[src/rtl/core/rgb_histogram_with_mean_rotation_unit_assert.svh]
// Assertion macros for the RGB histogram block.
`ifndef RGB_HISTOGRAM_WITH_MEAN_ROTATION_UNIT_ASSERT_SVH
`define RGB_HISTOGRAM_WITH_MEAN_ROTATION_UNIT_ASSERT_SVH

`ifndef SYNTH
// Check that cons holds in the same cycle as ante.
`define RGBH_ASSERT_NOW(label, clk, rstn, ante, cons) \
  label: assert property (@(posedge clk) disable iff (!(rstn)) (ante) |-> (cons)) \
    else $error("rgbh assertion failed");
// Check that cons holds in the cycle after ante.
`define RGBH_ASSERT_NEXT(label, clk, rstn, ante, cons) \
  label: assert property (@(posedge clk) disable iff (!(rstn)) (ante) |=> (cons)) \
    else $error("rgbh assertion failed");
`else
`define RGBH_ASSERT_NOW(label, clk, rstn, ante, cons)
`define RGBH_ASSERT_NEXT(label, clk, rstn, ante, cons)
`endif

`endif

[src/rtl/core/rgbh_pkg.sv]
// Shared types and constants of the RGB histogram block.
`default_nettype none

package rgbh_pkg;

  localparam int unsigned VALUE_W     = 8;
  localparam int unsigned VALUE_RANGE = 256;
  localparam int unsigned SUM_W       = 32;
  localparam int unsigned PIX_CNT_W   = 24;
  localparam int unsigned OUT_CNT_W   = 24;
  localparam int unsigned CNT_WIDE_W  = 32;
  localparam int unsigned MEAN_W      = 8;
  localparam int unsigned QUO_STEP_W  = 3;
  localparam int unsigned NUM_CHAN    = 3;

  localparam int unsigned IN_TDATA_W  = 40;
  localparam int unsigned IN_TUSER_W  = 3;
  localparam int unsigned OUT_TDATA_W = 104;
  localparam int unsigned OUT_TUSER_W = 1;

  localparam logic [PIX_CNT_W-1:0] PIX_CNT_MAX = {PIX_CNT_W{1'b1}};

  typedef enum logic [IN_TUSER_W-1:0] {
    KIND_CLEAR  = 3'd0,
    KIND_PIXEL  = 3'd1,
    KIND_FINISH = 3'd2,
    KIND_ROTATE = 3'd3,
    KIND_READ   = 3'd4
  } kind_e;

  typedef enum logic [1:0] {
    ST_CLEAR = 2'd0,
    ST_RUN   = 2'd1,
    ST_DIV   = 2'd2
  } state_e;

  // Per-cycle control of one histogram channel.
  typedef struct packed {
    logic rd_en;   // issue a bin read this cycle
    logic bump;    // the read belongs to a pixel: increment and write back
    logic clr_en;  // clearing pass writes zero this cycle
  } bin_ctrl_t;

endpackage

`default_nettype wire

[src/rtl/core/rgbh_mean_div.sv]
// Three-lane restoring divider for the per-channel means, one quotient bit a cycle.
`default_nettype none

module rgbh_mean_div
  import rgbh_pkg::*;
(
  input  wire logic                             clk_i,
  input  wire logic                             rst_ni,
  input  wire logic                             start_i,
  input  wire logic [NUM_CHAN-1:0][SUM_W-1:0]   sum_i,
  input  wire logic [PIX_CNT_W-1:0]             count_i,
  output logic                                  done_o,
  output logic      [NUM_CHAN-1:0][MEAN_W-1:0]  mean_o
);

  localparam int unsigned PAD_W = SUM_W - PIX_CNT_W - (MEAN_W - 1);

  logic                              run_q;
  logic                              done_q;
  logic [QUO_STEP_W-1:0]             step_q;
  logic [SUM_W-1:0]                  div_q;
  logic [NUM_CHAN-1:0][SUM_W-1:0]    rem_q;
  logic [NUM_CHAN-1:0][MEAN_W-1:0]   quo_q;

  assign done_o = done_q;
  assign mean_o = quo_q;

  always_ff @(posedge clk_i or negedge rst_ni) begin
    if (!rst_ni) begin
      run_q  <= 1'b0;
      done_q <= 1'b0;
      step_q <= '0;
    end else begin
      done_q <= run_q && (step_q == '0);
      if (start_i) begin
        run_q  <= 1'b1;
        step_q <= QUO_STEP_W'(MEAN_W - 1);
      end else if (run_q) begin
        step_q <= step_q - 1'b1;
        if (step_q == '0) begin
          run_q <= 1'b0;
        end
      end
    end
  end

  // The quotient fits MEAN_W bits, so start with the divisor shifted up by MEAN_W-1.
  always_ff @(posedge clk_i) begin
    if (start_i) begin
      div_q <= {{PAD_W{1'b0}}, count_i, {(MEAN_W - 1){1'b0}}};
      rem_q <= sum_i;
    end else if (run_q) begin
      div_q <= div_q >> 1;
      for (int ch = 0; ch < NUM_CHAN; ch++) begin
        if (rem_q[ch] >= div_q) begin
          rem_q[ch] <= rem_q[ch] - div_q;
          quo_q[ch] <= {quo_q[ch][MEAN_W-2:0], 1'b1};
        end else begin
          quo_q[ch] <= {quo_q[ch][MEAN_W-2:0], 1'b0};
        end
      end
    end
  end

endmodule

`default_nettype wire

[config.mk]
export PLATFORM = sky130hd
export DESIGN_NAME = rgbh_mean_div
export DESIGN_NICKNAME = d
export VERILOG_FILES = /design/src/rtl/core/rgb_histogram_with_mean_rotation_unit_assert.svh /design/src/rtl/core/rgbh_pkg.sv /design/src/rtl/core/rgbh_mean_div.sv
export SDC_FILE = /design/constraint.sdc
export NUM_CORES = 1
export LEC_CHECK = 0
export BUFFER_PORTS_ARGS = -buffer_cell sky130_fd_sc_hd__buf_2
export CORE_ASPECT_RATIO = 0.8
export CORE_UTILIZATION = 53
export DETAILED_ROUTE_END_ITERATION = 6
export PLACE_DENSITY = 0.84
export SLEW_MARGIN = 20
export SYNTH_ARGS = -nofsm -noshare
export SYNTH_HDL_FRONTEND = slang
export SYNTH_SLANG_ARGS = --single-unit
[constraint.sdc]
create_clock -name clk_i -period 8.3 [get_ports clk_i]
set_input_delay 0.415 -clock clk_i [delete_from_list [all_inputs] [get_ports clk_i]]
set_output_delay 0.415 -clock clk_i [all_outputs]
set_load 0.1 [all_outputs]
After elaboration in Yosys (flattened, before gate mapping)
Cells that the tools add are included.
{"block": "totals", "reg_bits": 156, "elab_cells": 44}
{"block": "classes", "bitwise": 1, "n_mux": 15, "add_sub_neg": 4, "order_cmp": 3, "reduce_logical": 10}
{"cell": "$mux 96", "count": 2}
{"cell": "$ge 32x31->1", "count": 3}
{"cell": "$mux 32", "count": 3}
{"cell": "$sub 32x31->32", "count": 3}
{"cell": "$mux 31", "count": 2}
{"cell": "$reduce_and 2->1", "count": 4}
{"cell": "$reduce_bool 2->1", "count": 4}
{"cell": "$mux 1", "count": 6}
{"cell": "$mux 3", "count": 2}
{"cell": "$logic_not 3->1", "count": 1}
{"cell": "$sub 3x1->3 const B", "count": 1}
{"cell": "$logic_and 1x1->1", "count": 1}
{"cell": "$not 1->1", "count": 1}

Depth between registers and ports, before layout
Gate-level depths: netlist of run 1.
{"block": "logic_depth", "depth_word": 4, "depth_mapped": 12, "ltp_nobuf": 12}

Worst setup path after synthesis of run 1
Ideal clock, no wire load.
{"block": "synth_path", "kind": "register to register", "start": "register div_q[0]", "end": "register rem_q[0] (netlist bit) (enable)", "path_buffers": 0, "required_ns": 7.859, "path_slack_ns": 3.768, "arrival_ns": 4.091, "setup_ns": 0.441, "path_stages_with_launch": 11, "synth_period_minus_slack_ns": 4.532, "cell_sequence": "dfxtp_1 ha_1 fa_1 nand2b_1 a21o_1 a31oi_1 nor2_1 a31oi_1 o21ai_0 a311o_1 a31oi_1"}
{"block": "synth_via", "elab_chain_cells": 3}
{"element": "start, declared", "line": "rgbh_mean_div.sv:21", "rtl": "logic [SUM_W-1:0] div_q;"}
{"element": "start signal, assigned", "line": "rgbh_mean_div.sv:50", "rtl": "div_q <= {{PAD_W{1'b0}}, count_i, {(MEAN_W - 1){1'b0}}};"}
{"element": "start signal, assigned", "line": "rgbh_mean_div.sv:53", "rtl": "div_q <= div_q >> 1;"}
{"element": "$ge 32x31->1", "line": "rgbh_mean_div.sv:55", "rtl": "if (rem_q[ch] >= div_q) begin"}
{"element": "$reduce_bool 2->1 (no source line)"}
{"element": "$reduce_and 2->1 (no source line)"}
{"element": "end signal, assigned", "line": "rgbh_mean_div.sv:51", "rtl": "rem_q <= sum_i;"}
{"element": "end signal, assigned by index", "line": "rgbh_mean_div.sv:56", "rtl": "rem_q[ch] <= rem_q[ch] - div_q;"}
{"element": "end, declared", "line": "rgbh_mean_div.sv:22", "rtl": "logic [NUM_CHAN-1:0][SUM_W-1:0] rem_q;"}
Every way passes these cells.
A chain may end at the register's enable or synchronous reset.

Worst setup path in the final report of run 1
{"block": "layout_path", "start": "register div_q[1]", "end": "register rem_q[81] (netlist bit) (enable)"}
The elaborated chain is that of the path after synthesis.

==> impl_metrics.env, run 1 <==
export IMPL_status="complete, no violations"
export IMPL_gp_congestion=0.973
export IMPL_worst_slew_pin_slew_ps=1170
export IMPL_synth_warnings=0
export IMPL_final_layout_size_suffix_gt1_share_pct=15.5
export IMPL_vdd_ir_drop_worst_uv=206
export IMPL_tritoncts_num_buffers=17
export IMPL_post_synth_and_or_nand_nor_area_fraction_pct=13.7
export IMPL_path_class_of_the_lowest_slack_min_delay_path="input port to flop"
export IMPL_crit_path_class="flop to flop"
export IMPL_critical_path_startpoint_type="flop"
export IMPL_worstPathRequired_ps=8470
export IMPL_synth_top_area_share_pct=36.6
export IMPL_tritoncts="done"
export IMPL_drv_cap=0
export IMPL_placement_io_buffers=147
export IMPL_clock_latency_ps=440
export IMPL_clk_root_buffer_cell="sky130_fd_sc_hd__clkbuf_16"
export IMPL_critical_path_slowest_cell="sky130_fd_sc_hd__fa_1"
export IMPL_final_net_count=1596
export IMPL_finalHoldViolCount=0
export IMPL_avgViaCountPerCell=6.08
export IMPL_fp_dieArea_sq_um=22900
export IMPL_synth_nets=1491
export IMPL_rel_slew_slack_pct=21.3
export IMPL_yosysTopAreaCell="sky130_fd_sc_hd__edfxtp_1"
export IMPL_max_clock_path_buffers=2
export IMPL_fmaxAchievable_ghz=0.252
export IMPL_top_post_synthesis_cells_by_area="sky130_fd_sc_hd__edfxtp_1, sky130_fd_sc_hd__ha_1, sky130_fd_sc_hd__o21ai_0"
export IMPL_synth_async_sr_flop_share_pct=3.21
export IMPL_postRouteWirelength_mm=32.0
export IMPL_r2r_worst_path_cells=11
export IMPL_hold_path_startpoint="sum_i[81]"
export IMPL_maxSlewViolCount=0
export IMPL_cts_htree_levels=4
export IMPL_yosys_cell_count_top_type="sky130_fd_sc_hd__nand2_1"
export IMPL_path_cells="inv_1 -> fa_1 -> a211oi_1 -> o21bai_1 -> a21oi_1 -> o221ai_1 -> a21oi_1 -> a221o_1 -> a31oi_1 -> a21o_1 -> buf_4"
export IMPL_minimum_clock_period_ps=3960
export IMPL_dr_first_iter_drc_count=1115
export IMPL_grt_first_pass_wirelength_mm=50.3
export IMPL_report_final_setup_viol=0
export IMPL_grt_pass1_vias=9716
export IMPL_worst_path_max_fanout=18
export IMPL_synth_cells=1270
export IMPL_gr_usage_all_layers_pct=28.8
export IMPL_routed_wire_length_per_instance_um=19.0
export IMPL_synth_enable_flop_cells=144
export IMPL_synthAdderAreaFrac_pct=10.6
export IMPL_syn_avg_cell_area_sq_um=9.29
export IMPL_route_vias_total=10300
export IMPL_synthToLayoutAreaGrowth_pct=12.2
export IMPL_regToRegEndpoint="rem_q[81]"
export IMPL_synth_top_flop_cell="sky130_fd_sc_hd__edfxtp_1"
export IMPL_grt_overflow=0
export IMPL_place_detailed_hpwl_mm=23.7
export IMPL_ys_types=82
export IMPL_ios=148
export IMPL_synth_common_cells="sky130_fd_sc_hd__nand2_1, sky130_fd_sc_hd__edfxtp_1, sky130_fd_sc_hd__o21ai_0"
export IMPL_critical_path_max_stage_delay_ps=520
export IMPL_clkSlewWorstSetupHoldPaths_ps=70
export IMPL_worst_setup_end_kind="flop"
export IMPL_main_combinational_cell_family_by_area_after_synthesis="compound AO/OA/AOI/OAI gates"
export IMPL_antenna_found_initial=0
export IMPL_cellPowerDensity_nw_per_um2=422
export IMPL_synthMuxAreaShare_pct=1.43
export IMPL_rsz_0062_raised_after_global_routing="false"
export IMPL_grt_start_max_net_pins=119
export IMPL_post_cts_resized=0
export IMPL_critPathMostFrequentCell="sky130_fd_sc_hd__a21oi_1"
export IMPL_r2r_setup_slack_ps=4340
export IMPL_tns_ps=0
export IMPL_synth_compound_gate_area_share_pct=23.8
export IMPL_min_period_over_period_pct=47.7
export IMPL_static_leakage_power_nw=5.63
export IMPL_crit_arrival_ps=4140
export IMPL_die_width_um=169
export IMPL_fin_clk_skew_ps=9.82
export IMPL_worst_r2r_startpoint="div_q[1]"
export IMPL_synth_yosys_seq_area_share_pct=38.9
export IMPL_placementRows=48
export IMPL_start_util_pct=54.4
export IMPL_drtAntennaViolNets=0
export IMPL_finalPower_w=0.00559
export IMPL_drt_first_pass_iters=6
export IMPL_min_path_cells=3
export IMPL_synth_xor_xnor_area_share_pct=5.94
export IMPL_antenna_diode_count=0
export IMPL_min_to="rem_q[81]"
export IMPL_cts_num_sinks=156
export IMPL_drc=0
export IMPL_floorplan_die_height_um=135
export IMPL_synth_seq_cells=156
export IMPL_mappedNetlistArea_sq_um=11800
export IMPL_place_detailed_instances=1653
export IMPL_final_instance_count_excl_fill=1688
export IMPL_fp_coreArea_sq_um=21700
-- how the worst max path moves through the flow --
stage | from | end | slack, ps | cells after the start
after global routing | div_q[1] | rem_q[81] | 4030 | 11
final | div_q[1] | rem_q[81] | 4340 | 11
after CTS | div_q[1] | rem_q[95] | 4340 | 11
after detailed placement | div_q[1] | rem_q[94] | 4370 | 11
after global placement | div_q[0] | rem_q[2] | 4410 | 10
after floorplan | div_q[0] | rem_q[0] | 3770 | 10
-- metal layers --
layer  GRT usage (%)  up-vias  routed length [um]
met4            10.3        0                 821
met1            41.5     4732               14500
met3            6.40       67                3360
met2            42.3      551               13400
met5               0        -                   0
li1                -     4911                   -
-- stage by stage --
stage	hold slack [ps]	setup slack [ps]	util, %	instance area, sq um
2_1_floorplan	119	3770	-	11800
3_3_place_gp	236	4410	57.8	12500
3_5_place_dp	239	4370	57.8	12500
4_1_cts	238	4340	60.8	13200
5_1_grt	251	4030	61.0	13200
6_report	247	4340	61.0	13200
-- placed cells by master, fill, tap and decap left out, types with 45 or more instances in the layout --
cell type / synthesis / layout
sky130_fd_sc_hd__a21oi_1: 89 / 89
sky130_fd_sc_hd__nor2_1: 66 / 66
sky130_fd_sc_hd__xnor2_1: 47 / 47
sky130_fd_sc_hd__buf_2: 1 / 146
sky130_fd_sc_hd__o21ai_0: 138 / 138
sky130_fd_sc_hd__nand2_1: 180 / 180
sky130_fd_sc_hd__edfxtp_1: 144 / 144
sky130_fd_sc_hd__ha_1: 95 / 95
sky130_fd_sc_hd__a21o_1: 45 / 45
sky130_fd_sc_hd__inv_1: 59 / 58
-- flip-flops by register name, indices dropped and copies added (netlist names) --
register	count
mean_o	24
rem_q	96
div_q	31
run_q	1
step_q	3
done_o	1
-- what timing repair did --
item,CTS,global route
buffers inserted,0,0
hold endpoints to repair,5,0
hold buffers,1,0
-- critical path, delay by kind of cell, from the launching register on --
| family | cells | cell delay [ps] |
|---|---|---|
| compound gates | 8 | 2130 |
| buf+inv | 2 | 550 |
| flops | 1 | 490 |
| fa+ha+maj | 1 | 520 |
-- kinds of logic (layout without fill, tap and decap cells) --
family | after synthesis | in the layout
buffers and inverters | 127 | 245
flip-flops | 156 | 156
AND/OR/NAND/NOR | 359 | 359
adder cells (fa/ha/maj) | 98 | 98
multiplexers | 16 | 16
XOR/XNOR | 80 | 80
AO/OA/AOI/OAI | 434 | 434
-- layout make-up --
type	instances	area, sq um
Clock buffer	23	553
Clock inverter	9	88.8
Fill cell	1829	8450
Inverter	59	221
Multi-Input combinational cell	987	6580
Sequential cell	156	4590
Tap cell	300	375
Timing Repair Buffer	154	830
-- report_power, final --
group          switching [W]  total [W]  internal [W]  leakage [nW]
sequential          0.000122    0.00140       0.00128          1.62
clock               0.000337   0.000841      0.000504         0.322
combinational        0.00205    0.00335       0.00129          3.69
total                0.00251    0.00559       0.00308          5.63
No activity file was read; power rests on OpenSTA's default activity.
==> run 2: changes to the inputs <==
==> constraint.sdc (replaced) <==
create_clock -name clk_i -period 4.08 [get_ports clk_i]
set_input_delay 0.204 -clock clk_i [delete_from_list [all_inputs] [get_ports clk_i]]
set_output_delay 0.204 -clock clk_i [all_outputs]
set_load 0.1 [all_outputs]
==> run 2 against run 1 <==
Against the previous run:
- first-iteration DRC count up 6.2%
- combinational power up 110%
- non-clock buffer count up 6
- clock skew up 3.2 ps
- worst setup slack worse by 4000 ps
- critical path depth unchanged
- design area down 0.27%
- maximum frequency up 7.2%
- sequential share of layout area up 0.095 points
==> impl_metrics.env, run 2 (synthesis results as in run 1) <==
export IMPL_worst_setup_end_kind="flop"
export IMPL_critPathMostFrequentCell="sky130_fd_sc_hd__a21oi_1"
export IMPL_final_instance_count_excl_fill=1694
export IMPL_grt_start_max_net_pins=124
export IMPL_route_vias_total=10500
export IMPL_largest_register="rem_q"
export IMPL_fp_coreArea_sq_um=21700
export IMPL_p_comb_share_pct=60.7
export IMPL_path_class_of_the_lowest_slack_min_delay_path="input port to flop"
export IMPL_avgViaCountPerCell=6.21
export IMPL_rel_slew_slack_pct=23.4
export IMPL_grt_pass1_vias=9509
export IMPL_pwr_share_clk_pct=14.2
export IMPL_cts_num_sinks=156
export IMPL_clk_root_buffer_cell="sky130_fd_sc_hd__clkbuf_16"
export IMPL_final_net_count=1602
export IMPL_area_sequential_sq_um=4590
export IMPL_layout_filler_cells=1819
export IMPL_postRouteWirelength_mm=33.2
export IMPL_tritoncts="done"
export IMPL_finalHoldViolCount=0
export IMPL_grt_overflow=0
export IMPL_max_clock_path_buffers=2
export IMPL_vdd_ir_drop_worst_uv=370
export IMPL_rsz_0062_raised_after_global_routing="false"
export IMPL_critical_path_max_stage_delay_ps=520
export IMPL_finalPower_w=0.0113
export IMPL_fp_dieArea_sq_um=22900
export IMPL_synthToLayoutAreaGrowth_pct=11.8
export IMPL_place_detailed_hpwl_mm=24.7
export IMPL_crit_family="compound AO/OA/AOI/OAI gates"
export IMPL_clock_latency_ps=440
export IMPL_routed_wire_length_per_instance_um=19.6
export IMPL_worstPathRequired_ps=4220
export IMPL_cts_htree_levels=4
export IMPL_tritoncts_num_buffers=17
export IMPL_switching_share_pct=45.7
export IMPL_multiInputGateArea_sq_um=6580
export IMPL_intPower_w=0.00614
export IMPL_place_detailed_instances=1661
export IMPL_minimum_clock_period_ps=3700
export IMPL_dp_slack_ps=535
export IMPL_path_buf_inv=2
export IMPL_layout_cells_most_common_list="sky130_fd_sc_hd__nand2_1, sky130_fd_sc_hd__buf_2, sky130_fd_sc_hd__edfxtp_1, sky130_fd_sc_hd__o21ai_0, sky130_fd_sc_hd__ha_1"
export IMPL_min_period_over_period_pct=90.6
export IMPL_grt_first_pass_wirelength_mm=50.8
export IMPL_antenna_found_initial=1
export IMPL_start_util_pct=54.4
export IMPL_worst_path_max_fanout=32
export IMPL_die_width_um=169
export IMPL_clkSlewWorstSetupHoldPaths_ps=70
export IMPL_placementRows=48
export IMPL_gr_usage_all_layers_pct=29.2
export IMPL_drtAntennaViolNets=0
export IMPL_critical_path_slowest_cell="sky130_fd_sc_hd__fa_1"
export IMPL_gp_congestion=0.960
export IMPL_tns_ps=0
export IMPL_maxSlewViolCount=0
export IMPL_p_sw_w=0.00518
export IMPL_final_layout_size_suffix_gt1_share_pct=15.8
export IMPL_ios=148
export IMPL_largest_register_ff_count=96
export IMPL_crit_path_class="flop to flop"
export IMPL_crit_arrival_ps=3840
export IMPL_drv_cap=0
export IMPL_mostFrequentLayoutCell="sky130_fd_sc_hd__nand2_1"
export IMPL_placement_io_buffers=147
export IMPL_worst_slew_pin_slew_ps=1150
export IMPL_power_sequential_fraction_pct=25.2
export IMPL_antenna_diode_count=0
export IMPL_report_final_setup_viol=0
export IMPL_dr_first_iter_drc_count=1184
export IMPL_critical_path_startpoint_type="flop"
export IMPL_fin_clk_skew_ps=13.1
export IMPL_post_cts_resized=0
export IMPL_status="complete, no violations"
export IMPL_crit_path_setup_slack_layout_ps=382
export IMPL_path_cells="inv_1 -> fa_1 -> a211oi_1 -> o21bai_1 -> a21oi_1 -> o221ai_1 -> a21oi_1 -> a221o_1 -> a31oi_1 -> a21o_1 -> buf_4"
export IMPL_cellPowerDensity_nw_per_um2=858
export IMPL_drt_first_pass_iters=7
export IMPL_fmaxAchievable_ghz=0.270
export IMPL_drc=0
export IMPL_floorplan_die_height_um=135
export IMPL_static_leakage_power_nw=5.62
[run 2: cell types whose count changed in the layout (fill, tap and decap cells not counted), sizes merged]
cell	delta
bufinv	-1
clkbuf	-1
clkinv	+4
inv	-2
buf	+6
[run 2: power groups by stage]
stage / Sequential (W) / Combinational [W] / Clock [W]
after floorplan: 0.00304 / 0.00516 / 0
after global placement: 0.00284 / 0.00647 / 0
after detailed placement: 0.00286 / 0.00662 / 0
after CTS: 0.00284 / 0.00669 / 0.00161
after global routing: 0.00290 / 0.00746 / 0.00167
final: 0.00285 / 0.00687 / 0.00160
[run 2: final timing paths]
check                      slack [ps]    endpoint  startpoint  cells past startpoint
max                               380   rem_q[83]    div_q[1]                     11
min                                40   rem_q[81]   sum_i[81]                      3
max reg2reg                       380   rem_q[83]    div_q[1]                     11
min reg2reg                       440  mean_o[20]  mean_o[19]                      0
max in group asynchronous        3820      done_o      rst_ni                      2
min in group asynchronous         120   step_q[1]      rst_ni                      2
[run 2: stage by stage]
| step | cell area [sq um] | util, % | hold WS, ps |
|---|---|---|---|
| finish | 13200 | 60.9 | 38.6 |
| global route | 13200 | 60.9 | 53.8 |
| CTS | 13200 | 60.9 | 36.5 |
| detailed placement | 12600 | 58.1 | 34.4 |
| global placement | 12600 | 58.1 | 27.7 |
| floorplan | 11800 | - | -91.6 |
[run 2: timing repair]
item | 4_1_cts | 5_1_grt
endpoints found under the hold margin | 5 | 0
setup buffers | 0 | 0
hold buffers | 1 | 0
[run 2: tightest hold or removal path: stages]
cell	delay (ps)
sky130_fd_sc_hd__buf_2	70
sky130_fd_sc_hd__nand2_1	40
sky130_fd_sc_hd__nand2_1	40
[run 2: cell type report]
class	count	share of cell area, %
Multi-Input combinational cell	987	49.8
Sequential cell	156	34.8
Timing Repair Buffer	160	6.38
Clock buffer	22	3.92
Tap cell	300	2.84
Inverter	59	1.68
Clock inverter	10	0.578
[run 2: metal layers]
metal / vias to the layer above / wire length (um) / global-route usage (%)
met5: - / 12 / 0
met4: 2 / 935 / 11.2
met3: 83 / 3470 / 6.22
met2: 605 / 14100 / 43.0
met1: 4904 / 14700 / 41.8
li1: 4921 / - / -
==> run 3: changes to the inputs <==
--- a/config.mk
+++ b/config.mk
@@ -6,11 +6,10 @@
 export NUM_CORES = 1
 export LEC_CHECK = 0
 export BUFFER_PORTS_ARGS = -buffer_cell sky130_fd_sc_hd__buf_2
-export CORE_ASPECT_RATIO = 0.8
+export CORE_ASPECT_RATIO = 1.2
 export CORE_UTILIZATION = 53
 export DETAILED_ROUTE_END_ITERATION = 6
 export PLACE_DENSITY = 0.84
-export SLEW_MARGIN = 20
 export SYNTH_ARGS = -nofsm -noshare
 export SYNTH_HDL_FRONTEND = slang
 export SYNTH_SLANG_ARGS = --single-unit
==> run 3 against run 2 <==
Against the previous run:
- the run now ends with DRC left
- clock power shrank 4%
- maximum frequency grew 0.91%
- routed wire length down 5.1%
- total power decreased by 0.70%
- non-clock buffer count fell by 3
==> impl_metrics.env, run 3 (synthesis results as in run 1) <==
export IMPL_status="finished with violations"
export IMPL_violated_checks="DRC"
export IMPL_rel_slew_slack_pct=28.5
export IMPL_drtAntennaViolNets=0
export IMPL_route_vias_total=10200
export IMPL_finalHoldViolCount=0
export IMPL_layout_cells_most_common_list="sky130_fd_sc_hd__nand2_1, sky130_fd_sc_hd__buf_2, sky130_fd_sc_hd__edfxtp_1, sky130_fd_sc_hd__o21ai_0, sky130_fd_sc_hd__ha_1"
export IMPL_clock_latency_ps=440
export IMPL_gp_congestion=0.981
export IMPL_tritoncts="done"
export IMPL_worst_slew_pin_slew_ps=1070
export IMPL_placement_io_buffers=147
export IMPL_routed_wire_length_per_instance_um=18.9
export IMPL_maxSlewViolCount=0
export IMPL_floorplan_die_height_um=165
export IMPL_fp_dieArea_sq_um=22900
export IMPL_antenna_diode_count=0
export IMPL_r2r_setup_slack_ps=420
export IMPL_worst_setup_end_kind="flop"
export IMPL_finalPower_w=0.0112
export IMPL_p_comb_share_pct=60.8
export IMPL_min_period_over_period_pct=89.8
export IMPL_fp_coreArea_sq_um=21800
export IMPL_largest_register_ff_count=96
export IMPL_worstPathRequired_ps=4260
export IMPL_fin_clk_skew_ps=7.98
export IMPL_start_util_pct=54.2
export IMPL_static_leakage_power_nw=5.60
export IMPL_switching_share_pct=45.8
export IMPL_drt_first_pass_iters=7
export IMPL_gr_usage_all_layers_pct=27.6
export IMPL_crit_arrival_ps=3840
export IMPL_clk_root_buffer_cell="sky130_fd_sc_hd__clkbuf_16"
export IMPL_final_net_count=1599
export IMPL_cts_num_sinks=156
export IMPL_avgViaCountPerCell=6.13
export IMPL_mostFrequentLayoutCell="sky130_fd_sc_hd__nand2_1"
export IMPL_drv_cap=0
export IMPL_intPower_w=0.00609
export IMPL_grt_start_max_net_pins=102
export IMPL_worst_path_max_fanout=20
export IMPL_crit_path_class="flop to flop"
export IMPL_ios=148
export IMPL_largest_register="rem_q"
export IMPL_grt_first_pass_wirelength_mm=48.8
export IMPL_dr_first_iter_drc_count=935
export IMPL_minimum_clock_period_ps=3660
export IMPL_max_clock_path_buffers=2
export IMPL_placementRows=59
export IMPL_antenna_found_initial=0
export IMPL_tns_ps=0
export IMPL_place_detailed_hpwl_mm=23.8
export IMPL_cellPowerDensity_nw_per_um2=856
export IMPL_tritoncts_num_buffers=17
export IMPL_postRouteWirelength_mm=31.5
export IMPL_pwr_share_clk_pct=13.7
export IMPL_vdd_ir_drop_worst_uv=405
export IMPL_cts_htree_levels=4
export IMPL_clkSlewWorstSetupHoldPaths_ps=70
export IMPL_report_final_setup_viol=0
export IMPL_grt_pass1_vias=9521
export IMPL_drc=26
export IMPL_fmaxAchievable_ghz=0.273
export IMPL_critical_path_startpoint_type="flop"
export IMPL_die_width_um=138
export IMPL_cts_post_setup_buffers_inserted=0
export IMPL_grt_overflow=0
export IMPL_power_sequential_fraction_pct=25.5
export IMPL_post_cts_resized=0
export IMPL_path_class_of_the_lowest_slack_min_delay_path="input port to flop"
export IMPL_rsz_0062_raised_after_global_routing="false"
export IMPL_p_sw_w=0.00514
export IMPL_synthToLayoutAreaGrowth_pct=11.2
export IMPL_final_layout_size_suffix_gt1_share_pct=15.7
==> run 3: cell types whose count changed in the layout (fill, tap and decap cells not counted), sizes merged <==
cell,change
inv,+3
clkbuf,-1
clkinvlp,+1
clkinv,-3
buf,-3
==> run 3: path summary, 6_finish.rpt <==
check	startpoint	endpoint	cells past startpoint
setup reg to reg	div_q[1]	rem_q[67]	11
min in group asynchronous	rst_ni	done_o	2
max in group asynchronous	rst_ni	run_q	2
hold reg to reg	mean_o[4]	mean_o[5]	0
setup / recovery	div_q[1]	rem_q[67]	11
hold / removal	sum_i[2]	rem_q[2]	3
==> run 3: final cells by class <==
cell class	instances	area, sq um
clock buffers	21	480
well taps	274	343
clock inverters	11	82.6
inverters	59	221
fillers	1862	8650
flip-flops and latches	156	4590
multi-input cells	987	6580
repair buffers	157	832
==> run 3: per-stage QoR <==
stage                     utilization [%]  cells  setup WS [ps]  area [sq um]  hold WS (ps)
after floorplan                         -   1270            310         11800         -91.6
after global placement               57.6   1632            542         12600          25.7
after detailed placement             57.6   1632            447         12600          27.0
after CTS                            60.3   1665            417         13100          28.4
after global routing                 60.3   1665            179         13100          35.4
final                                60.3   1665            415         13100          38.5
==> run 3: routing by layer <==
layer,vias up,part of all wire [%],GRT usage (%)
met4,0,5.7,18.1
met2,501,47,47.2
li1,4918,-,-
met5,-,0,0
met3,107,6.2,4.18
met1,4677,41,32.8
==> run 3: timing repair <==
item	CTS	global route
setup endpoints to repair	0	0
endpoints found under the hold margin	5	0
hold buffers	1	0
==> run 3: critical path, cell delays in order (launching register included) <==
cell,delay [ps]
sky130_fd_sc_hd__dfxtp_1,450
sky130_fd_sc_hd__inv_1,160
sky130_fd_sc_hd__fa_1,510
sky130_fd_sc_hd__a211oi_1,290
sky130_fd_sc_hd__o21bai_1,110
sky130_fd_sc_hd__a21oi_1,290
sky130_fd_sc_hd__o221ai_1,300
sky130_fd_sc_hd__a21oi_1,280
sky130_fd_sc_hd__a221o_1,180
sky130_fd_sc_hd__a31oi_1,100
sky130_fd_sc_hd__a21o_1,390
sky130_fd_sc_hd__buf_4,310
==> run 3: power groups by stage <==
stage	clock network, W	registers [W]	logic, W
6_report	0.00154	0.00287	0.00684
3_5_place_dp	0	0.00289	0.00663
2_1_floorplan	0	0.00304	0.00516
3_3_place_gp	0	0.00288	0.00652
4_1_cts	0.00155	0.00286	0.00671
5_1_grt	0.00161	0.00291	0.00743
